<file path="src/hw/rtl/median_of_sample_block_unit_macros.svh">
// assertion macros for the median block rtl
`ifndef MEDIAN_OF_SAMPLE_BLOCK_UNIT_MACROS_SVH
`define MEDIAN_OF_SAMPLE_BLOCK_UNIT_MACROS_SVH

`ifndef SYNTHESIS
// same-cycle implication, sampled on clk, off while rst_n is low
`define MEDBLK_ASSERT_IMP(label, ante, cons) \
  label: assert property (@(posedge clk) disable iff (!rst_n) (ante) |-> (cons)) \
    else $error("medblk assertion failed");
// next-cycle implication, sampled on clk, off while rst_n is low
`define MEDBLK_ASSERT_NXT(label, ante, cons) \
  label: assert property (@(posedge clk) disable iff (!rst_n) (ante) |=> (cons)) \
    else $error("medblk assertion failed");
`else
`define MEDBLK_ASSERT_IMP(label, ante, cons)
`define MEDBLK_ASSERT_NXT(label, ante, cons)
`endif

`endif

</file>
<file path="src/hw/rtl/medblk_pkg.sv">
// shared types and constants for the median block
`default_nettype none

package medblk_pkg;

  localparam int unsigned SAMPLE_W = 16;
  localparam int unsigned COUNT_W  = 6;

  // per-cycle command to every cell of the chain
  typedef struct packed {
    logic ins;    // insert the current sample in order
    logic shift;  // move every value one cell toward cell 0
  } cell_ctl_t;

  typedef enum logic [0:0] {
    ST_FILL,
    ST_SEEK
  } state_t;

endpackage

`default_nettype wire

</file>
<file path="src/hw/rtl/medblk_cell.sv">
// one cell of the ordered sample chain
`default_nettype none

module medblk_cell (
  input  wire                                clk,
  input  wire  medblk_pkg::cell_ctl_t        ctl,
  input  wire  [medblk_pkg::SAMPLE_W-1:0]    sample,
  input  wire                                occ,
  input  wire  [medblk_pkg::SAMPLE_W-1:0]    left_val,
  input  wire                                left_gt,
  input  wire  [medblk_pkg::SAMPLE_W-1:0]    right_val,
  output logic                               gt,
  output logic [medblk_pkg::SAMPLE_W-1:0]    val
);

  logic [medblk_pkg::SAMPLE_W-1:0] val_r;
  logic [medblk_pkg::SAMPLE_W-1:0] val_nxt;

  // an empty cell counts as larger than any sample
  assign gt  = !occ || (val_r > sample);
  assign val = val_r;

  always_comb begin
    val_nxt = val_r;
    if (ctl.ins && gt) begin
      val_nxt = left_gt ? left_val : sample;
    end else if (ctl.shift) begin
      val_nxt = right_val;
    end
  end

  always_ff @(posedge clk) begin
    val_r <= val_nxt;
  end

endmodule

`default_nettype wire

</file>
<file path="src/hw/rtl/median_of_sample_block_unit.sv">
// top level of the block median filter: cell chain, sequencer and result register
`default_nettype none

`include "median_of_sample_block_unit_macros.svh"

// Block median filter. Samples come in one beat at a time on start/busy;
// in_last_sample marks the final sample of a block. Every kept sample is
// inserted in ascending order into a chain of MAX_SAMPLES cells in the same
// cycle that it is taken, so busy stays low for a sample without the end flag.
// Once MAX_SAMPLES samples are kept, further samples of the block are dropped
// and the result reports overflow. On the sample that ends a block, busy goes
// high while the chain shifts toward cell 0 once a cycle, n being the kept
// count, until the middle element (or the two middle elements) sit in cells 0
// and 1; then the median is formed in the last busy cycle (odd n: middle value;
// even n: floor of the 17-bit sum of the middle pair over two). The result
// beat is registered from that cycle and appears on the out_ ports for exactly
// one cycle with out_valid, and busy is low again in that
// same cycle. The receiver cannot stall: out_valid is a strobe, and the next
// block may start while the result of the previous one is on the ports.
// out_sample_count is the kept count in six bits.
module median_of_sample_block_unit #(
  parameter int unsigned MAX_SAMPLES = 32
) (
  input  wire                                clk,
  input  wire                                rst_n,
  input  wire                                start,
  output logic                               busy,
  input  wire  [medblk_pkg::SAMPLE_W-1:0]    in_sample,
  input  wire                                in_last_sample,
  output logic                               out_valid,
  output logic [medblk_pkg::SAMPLE_W-1:0]    out_median,
  output logic [medblk_pkg::COUNT_W-1:0]     out_sample_count,
  output logic                               out_overflow
);

  // count width must hold MAX_SAMPLES itself
  localparam int unsigned CW = $clog2(MAX_SAMPLES + 1);

  medblk_pkg::state_t    state_r, state_nxt;
  medblk_pkg::cell_ctl_t ctl;

  logic [CW-1:0] count_r, count_nxt;
  logic [CW-1:0] rem_r, rem_nxt;      // shifts left before the median is in place
  logic          drop_r, drop_nxt;
  logic          finish;              // median is in cells 0/1 this cycle
  logic          accept;
  logic          full;
  logic [CW-1:0] n_after;             // kept count including this beat

  logic                             out_valid_r, out_valid_nxt;
  logic [medblk_pkg::SAMPLE_W-1:0]  out_median_r, out_median_nxt;
  logic [medblk_pkg::COUNT_W-1:0]   out_count_r, out_count_nxt;
  logic                             out_ovf_r, out_ovf_nxt;

  // chain wiring
  logic [medblk_pkg::SAMPLE_W-1:0] cell_val [MAX_SAMPLES];
  logic                            cell_gt  [MAX_SAMPLES];
  logic                            cell_occ [MAX_SAMPLES];
  logic [medblk_pkg::SAMPLE_W-1:0] pair_hi;
  logic [medblk_pkg::SAMPLE_W:0]   pair_sum;

  assign full    = (count_r == CW'(MAX_SAMPLES));
  assign accept  = start && !busy;
  assign n_after = full ? count_r : (count_r + CW'(1));

  // ---------------------------------------------------------------------------
  // cell chain: cell 0 holds the smallest kept sample
  // ---------------------------------------------------------------------------
  genvar gi;
  generate
    for (gi = 0; gi < MAX_SAMPLES; gi++) begin : g_cell
      logic [medblk_pkg::SAMPLE_W-1:0] lv;
      logic                            lg;
      logic [medblk_pkg::SAMPLE_W-1:0] rv;

      // cell is holding a kept sample
      assign cell_occ[gi] = (CW'(gi) < count_r);

      if (gi == 0) begin : g_head
        assign lv = '0;
        assign lg = 1'b0;
      end else begin : g_body
        assign lv = cell_val[gi-1];
        assign lg = cell_gt[gi-1];
      end

      if (gi == MAX_SAMPLES - 1) begin : g_tail
        assign rv = cell_val[gi];
      end else begin : g_inner
        assign rv = cell_val[gi+1];
      end

      medblk_cell u_cell (
        .clk       (clk),
        .ctl       (ctl),
        .sample    (in_sample),
        .occ       (cell_occ[gi]),
        .left_val  (lv),
        .left_gt   (lg),
        .right_val (rv),
        .gt        (cell_gt[gi]),
        .val       (cell_val[gi])
      );
    end

    // upper middle element for an even count; a one-cell chain never has one
    if (MAX_SAMPLES > 1) begin : g_pair
      assign pair_hi = cell_val[1];
    end else begin : g_single
      assign pair_hi = cell_val[0];
    end
  endgenerate

  // ---------------------------------------------------------------------------
  // sequencer
  // ---------------------------------------------------------------------------
  always_comb begin
    state_nxt = state_r;
    case (state_r)
      medblk_pkg::ST_FILL: begin
        if (accept && in_last_sample) begin
          state_nxt = medblk_pkg::ST_SEEK;
        end
      end
      medblk_pkg::ST_SEEK: begin
        if (rem_r == '0) begin
          state_nxt = medblk_pkg::ST_FILL;
        end
      end
      default: begin
        state_nxt = medblk_pkg::ST_FILL;
      end
    endcase
  end

  always_comb begin
    ctl    = '0;
    busy   = 1'b0;
    finish = 1'b0;
    case (state_r)
      medblk_pkg::ST_FILL: begin
        // dropped beats still count as taken, they just leave the chain alone
        ctl.ins = start && !full;
      end
      medblk_pkg::ST_SEEK: begin
        busy      = 1'b1;
        ctl.shift = (rem_r != '0);
        finish    = (rem_r == '0);
      end
      default: begin
        busy = 1'b0;
      end
    endcase
  end

  // ---------------------------------------------------------------------------
  // block bookkeeping
  // ---------------------------------------------------------------------------
  always_comb begin
    count_nxt = count_r;
    drop_nxt  = drop_r;
    rem_nxt   = rem_r;
    if (ctl.ins) begin
      count_nxt = count_r + CW'(1);
    end
    if (accept && full) begin
      drop_nxt = 1'b1;
    end
    if (accept && in_last_sample) begin
      // (n-1)/2 shifts put the middle, or the lower of the middle pair, in cell 0
      rem_nxt = (n_after - CW'(1)) >> 1;
    end else if (ctl.shift) begin
      rem_nxt = rem_r - CW'(1);
    end
    if (finish) begin
      count_nxt = '0;
      drop_nxt  = 1'b0;
    end
  end

  // ---------------------------------------------------------------------------
  // result register
  // ---------------------------------------------------------------------------
  assign pair_sum = {1'b0, cell_val[0]} + {1'b0, pair_hi};

  always_comb begin
    out_valid_nxt  = finish;
    out_median_nxt = out_median_r;
    out_count_nxt  = out_count_r;
    out_ovf_nxt    = out_ovf_r;
    if (finish) begin
      out_median_nxt = count_r[0] ? cell_val[0] : pair_sum[medblk_pkg::SAMPLE_W:1];
      out_count_nxt  = medblk_pkg::COUNT_W'(count_r);
      out_ovf_nxt    = drop_r;
    end
  end

  always_ff @(posedge clk) begin
    if (!rst_n) begin
      state_r     <= medblk_pkg::ST_FILL;
      count_r     <= '0;
      drop_r      <= 1'b0;
      rem_r       <= '0;
      out_valid_r <= 1'b0;
    end else begin
      state_r     <= state_nxt;
      count_r     <= count_nxt;
      drop_r      <= drop_nxt;
      rem_r       <= rem_nxt;
      out_valid_r <= out_valid_nxt;
    end
  end

  // payload needs no reset
  always_ff @(posedge clk) begin
    out_median_r <= out_median_nxt;
    out_count_r  <= out_count_nxt;
    out_ovf_r    <= out_ovf_nxt;
  end

  assign out_valid        = out_valid_r;
  assign out_median       = out_median_r;
  assign out_sample_count = out_count_r;
  assign out_overflow     = out_ovf_r;

  // ---------------------------------------------------------------------------
  // assertions
  // ---------------------------------------------------------------------------
  `MEDBLK_ASSERT_IMP(a_count_bound, 1'b1, count_r <= CW'(MAX_SAMPLES))
  `MEDBLK_ASSERT_NXT(a_last_goes_busy, start && !busy && in_last_sample, busy)
  `MEDBLK_ASSERT_NXT(a_strobe_single, out_valid, !out_valid)
  `MEDBLK_ASSERT_IMP(a_no_result_while_busy, busy, !out_valid)
  `MEDBLK_ASSERT_IMP(a_cleared_on_result, out_valid, count_r == '0 || start)

endmodule

`default_nettype wire

</file>
<file path="config.mk">
export PLATFORM = sky130hd
export DESIGN_NAME = median_of_sample_block_unit
export DESIGN_NICKNAME = d
export VERILOG_FILES = /design/src/hw/rtl/medblk_pkg.sv /design/src/hw/rtl/medblk_cell.sv /design/src/hw/rtl/median_of_sample_block_unit.sv
export VERILOG_INCLUDE_DIRS = /design/src /design/src/hw/rtl
export SDC_FILE = /design/constraint.sdc
export NUM_CORES = 2
export LEC_CHECK = 0
export ABC_AREA = 1
export ABC_CLOCK_PERIOD_IN_PS = 3300
export BUFFER_PORTS_ARGS = -buffer_cell sky130_fd_sc_hd__buf_2
export CORE_ASPECT_RATIO = 1.4
export CORE_MARGIN = 2
export CORE_UTILIZATION = 59
export DETAILED_ROUTE_END_ITERATION = 7
export GPL_ROUTABILITY_DRIVEN = 0
export GPL_TIMING_DRIVEN = 0
export HOLD_SLACK_MARGIN = 0.12
export MAX_ROUTING_LAYER = met4
export PLACE_DENSITY = 0.81
export SETUP_SLACK_MARGIN = 0.4
export SYNTH_ARGS = -nofsm -noshare
export SYNTH_HDL_FRONTEND = slang
export SYNTH_HIERARCHICAL = 1
export SYNTH_SLANG_ARGS = --single-unit
</file>
<file path="constraint.sdc">
create_clock -name clk -period 3.3 [get_ports clk]
set_input_delay 0.99 -clock clk [delete_from_list [all_inputs] [get_ports clk]]
set_output_delay 0.99 -clock clk [all_outputs]
set_load 0.01 [all_outputs]
</file>
==> flow_metrics.tcl <==
set metrics [dict create \
    fp.coreArea_um2 76420 \
    die_w_um 238.7 \
    cts_tree "built" \
    fin_skew_ns 0.01777 \
    synth_mux_area_share_pct 0.7917 \
    fmax_ghz 0.3365 \
    die_h_um 332.6 \
    synth_cell_types 43 \
    nNetsFinal 6769 \
    grt-ovfl-total 0 \
    drv_slew 0 \
    status "completed" \
    ant_nets 0 \
    grt_pass1_vias 42480 \
    fin_crit_sh_pct 90.06 \
    cp.required_ns 3.73 \
    num_vias 43390 \
    synthCells 6061 \
    multi_input_area_um2 25420 \
    synthSimpleGateAreaFrac_pct 30.00 \
    async_flop_share_pct 0 \
    pwr_density_cell_nw_per_um2 684.5 \
    synth_top_family_by_area "simple AND/OR/NAND/NOR gates" \
    syn_area_um2 45520 \
    instances_no_fill 7247 \
    leakagePower_uw 0.02590 \
    synth_area_leaders "edfxtp_1, nand2_1, ha_1" \
    cts_buffer_depth 3 \
    stdcell_area_um2 50130 \
    synth-seq-cells 550 \
    yosysSeqAreaShare_pct 35.95 \
    ff_latch_area_um2 16370 \
    synth_compound_area_share_pct 9.437 \
    grt_antenna_before_repair 3 \
    drt_iter0_drc 4297 \
    yosysTopAreaCellShare_pct 35.30 \
    die_area_um2 79420 \
    grt_pass1_wl_um 216500 \
    cts_root_buf "clkbuf_16" \
    drc 0 \
    avgRoutedWirePerCell_um 20.46 \
    wl_um 148300 \
    grt_usage_pct 35.37 \
    maxSlewHeadroom_pct 33.50 \
    post-dp-hpwl_um 98820 \
    cts_max_level 2 \
    syn_area_per_cell_um2 7.510 \
    vias_per_cell 5.988 \
    ys_warn_count 6 \
    syn_to_final_growth_pct 10.14 \
    synth_xor_area_share_pct 0.1347 \
    crit_fanout 13 \
    portBuffers 44 \
    rows 120 \
    cap_viol_max_count 0 \
    fillerInstances 6395 \
    hold_depth 0 \
    worst_setup_path_start_kind "register" \
    p_total_uw 34310 \
    min-delay-path-class "register to register" \
    arrival_ns 3.41 \
    initial_core_util_pct 59.56 \
    path_clk_slew_ns 0.07 \
    yosys.area.top_type "edfxtp_1" \
    drive_gt1_share_pct 10.86 \
    firstDrtPassIters 8 \
    placedCellCount 7102 \
    rsz0062_at_grt "yes" \
    cts_sinks 550 \
    placed_cell_area_um2 47170 \
    path_class "register to register" \
    setup-violations-final 0 \
    grt_max_degree 50 \
    clock_latency_ns 0.68 \
    synth_fa_ha_area_share_pct 14.70 \
    finalHoldViolCount 0 \
    fin_crit_ns 2.972 \
    synth_edf_count 535 \
    worst_pin_slew_ns 0.9871 \
    synth_flop_cell "edfxtp_1" \
    r2r_cells 10 \
    numCtsBuffers 57 \
    vdd_drop_max_v 0.0004519 \
    io-pin-count 45 \
    cp-end-kind "register" \
]
[cell type report]
type | count | area share, %
clock inverter | 34 | 0.5341
inverter | 733 | 5.506
buffer | 231 | 2.930
sequential | 550 | 32.66
antenna | 7 | 0.03494
multi-input combinational | 4569 | 50.71
timing repair buffer | 73 | 2.134
tap | 976 | 2.436
clock buffer | 74 | 3.057
[synthesized netlist by cell type, drive strengths merged (2+ instances only)]
library cell	number
o21a	2
mux2	32
nand3	601
a21oi	224
xnor2	4
a21o	35
o21ai	555
nor2	200
a211oi	4
inv	732
buf	132
dfxtp	15
a31oi	6
a211o	2
clkbuf	99
edfxtp	535
nand4	35
o31ai	2
xor2	3
nand3b	2
nor3	38
ha	533
nand2	2264
[worst max-delay path, stage by stage (launching register included)]
cell and delay, ns:
dfxtp_2 0.57, ha_2 0.43, inv_1 0.23, o21ai_0 0.49, nand2_4 0.16, buf_4 0.22
clkbuf_2 0.22, nand2_1 0.10, o21ai_0 0.13, nand3_1 0.12, nand2_1 0.05
[state kept, by name (all words and copies together) (netlist names)]
name               count
g_cell.u_cell/val    512
out_overflow           1
out_median            16
rem_r                  6
count_r                6
out_sample_count       6
drop_r                 1
out_valid              1
state_r                1
[logic make-up (layout without fill, tap and decap cells)]
kind of cell / count (synthesis) / in the layout
buffers and inverters: 964 / 1145
AO/OA/AOI/OAI: 831 / 831
XOR/XNOR: 7 / 7
flip-flops: 550 / 550
other: 1 / 27
multiplexers: 32 / 32
adder cells (fa/ha/maj): 534 / 534
AND/OR/NAND/NOR: 3142 / 3145
[metrics by stage]
stage	hold slack (ns)	setup WS (ns)	TNS [ns]	utilization, %
finish	0.4573	0.3280	0	65.60
CTS	0.4568	0.3977	0	64.83
global placement	0.4351	-1.512	-1311.92	61.65
floorplan	0.4090	0.5388	0	-
global route	0.4718	0.2850	0	65.58
detailed placement	0.4408	-1.515	-1311.37	61.73
[what timing repair did]
item,CTS,global route
hold buffers,0,0
pin swaps,4,1
setup endpoints to repair,1035,600
gates resized for setup,136,156
buffers inserted,13,0
gates cloned,3,14
[per-layer routing]
layer / global-route usage (%) / wire (µm)
met1: 37.60 / 50680
met4: 25.37 / 14220
met5: - / 0
met3: 5.685 / 14020
met2: 59.59 / 69350
[power by group]
part / switching (µW) / internal (µW) / leakage (µW) / total [µW]
sequential: 2190 / 10600 / 0.00533 / 12800
clock: 2970 / 3580 / 0.000884 / 6540
combinational: 9610 / 5350 / 0.0197 / 15000
[path summary, 6_finish.rpt]
path,start,endpoint,slack [ns]
hold reg to reg,count_r[3],out_sample_count[3],0.46
setup / recovery,count_r[1],g_cell[15].u_cell/val[13],0.33
setup reg to reg,count_r[1],g_cell[15].u_cell/val[13],0.33
hold / removal,count_r[3],out_sample_count[3],0.46
[cells in the final DEF (no fill, tap or decap), types with 36 or more instances in the layout]
| master | Yosys | routed |
|---|---|---|
| a21oi_1 | 223 | 220 |
| buf_2 | 64 | 99 |
| buf_4 | 33 | 42 |
| buf_6 | 35 | 36 |
| clkbuf_16 | 0 | 72 |
| clkbuf_2 | 0 | 80 |
| edfxtp_1 | 535 | 535 |
| ha_1 | 533 | 531 |
| inv_1 | 728 | 722 |
| nand2_1 | 2132 | 2100 |
| nand2_2 | 67 | 77 |
| nand2_4 | 65 | 87 |
| nand3_1 | 599 | 599 |
| nor2_1 | 160 | 156 |
| o21ai_0 | 549 | 544 |
(Power assumes the default switching activity.)
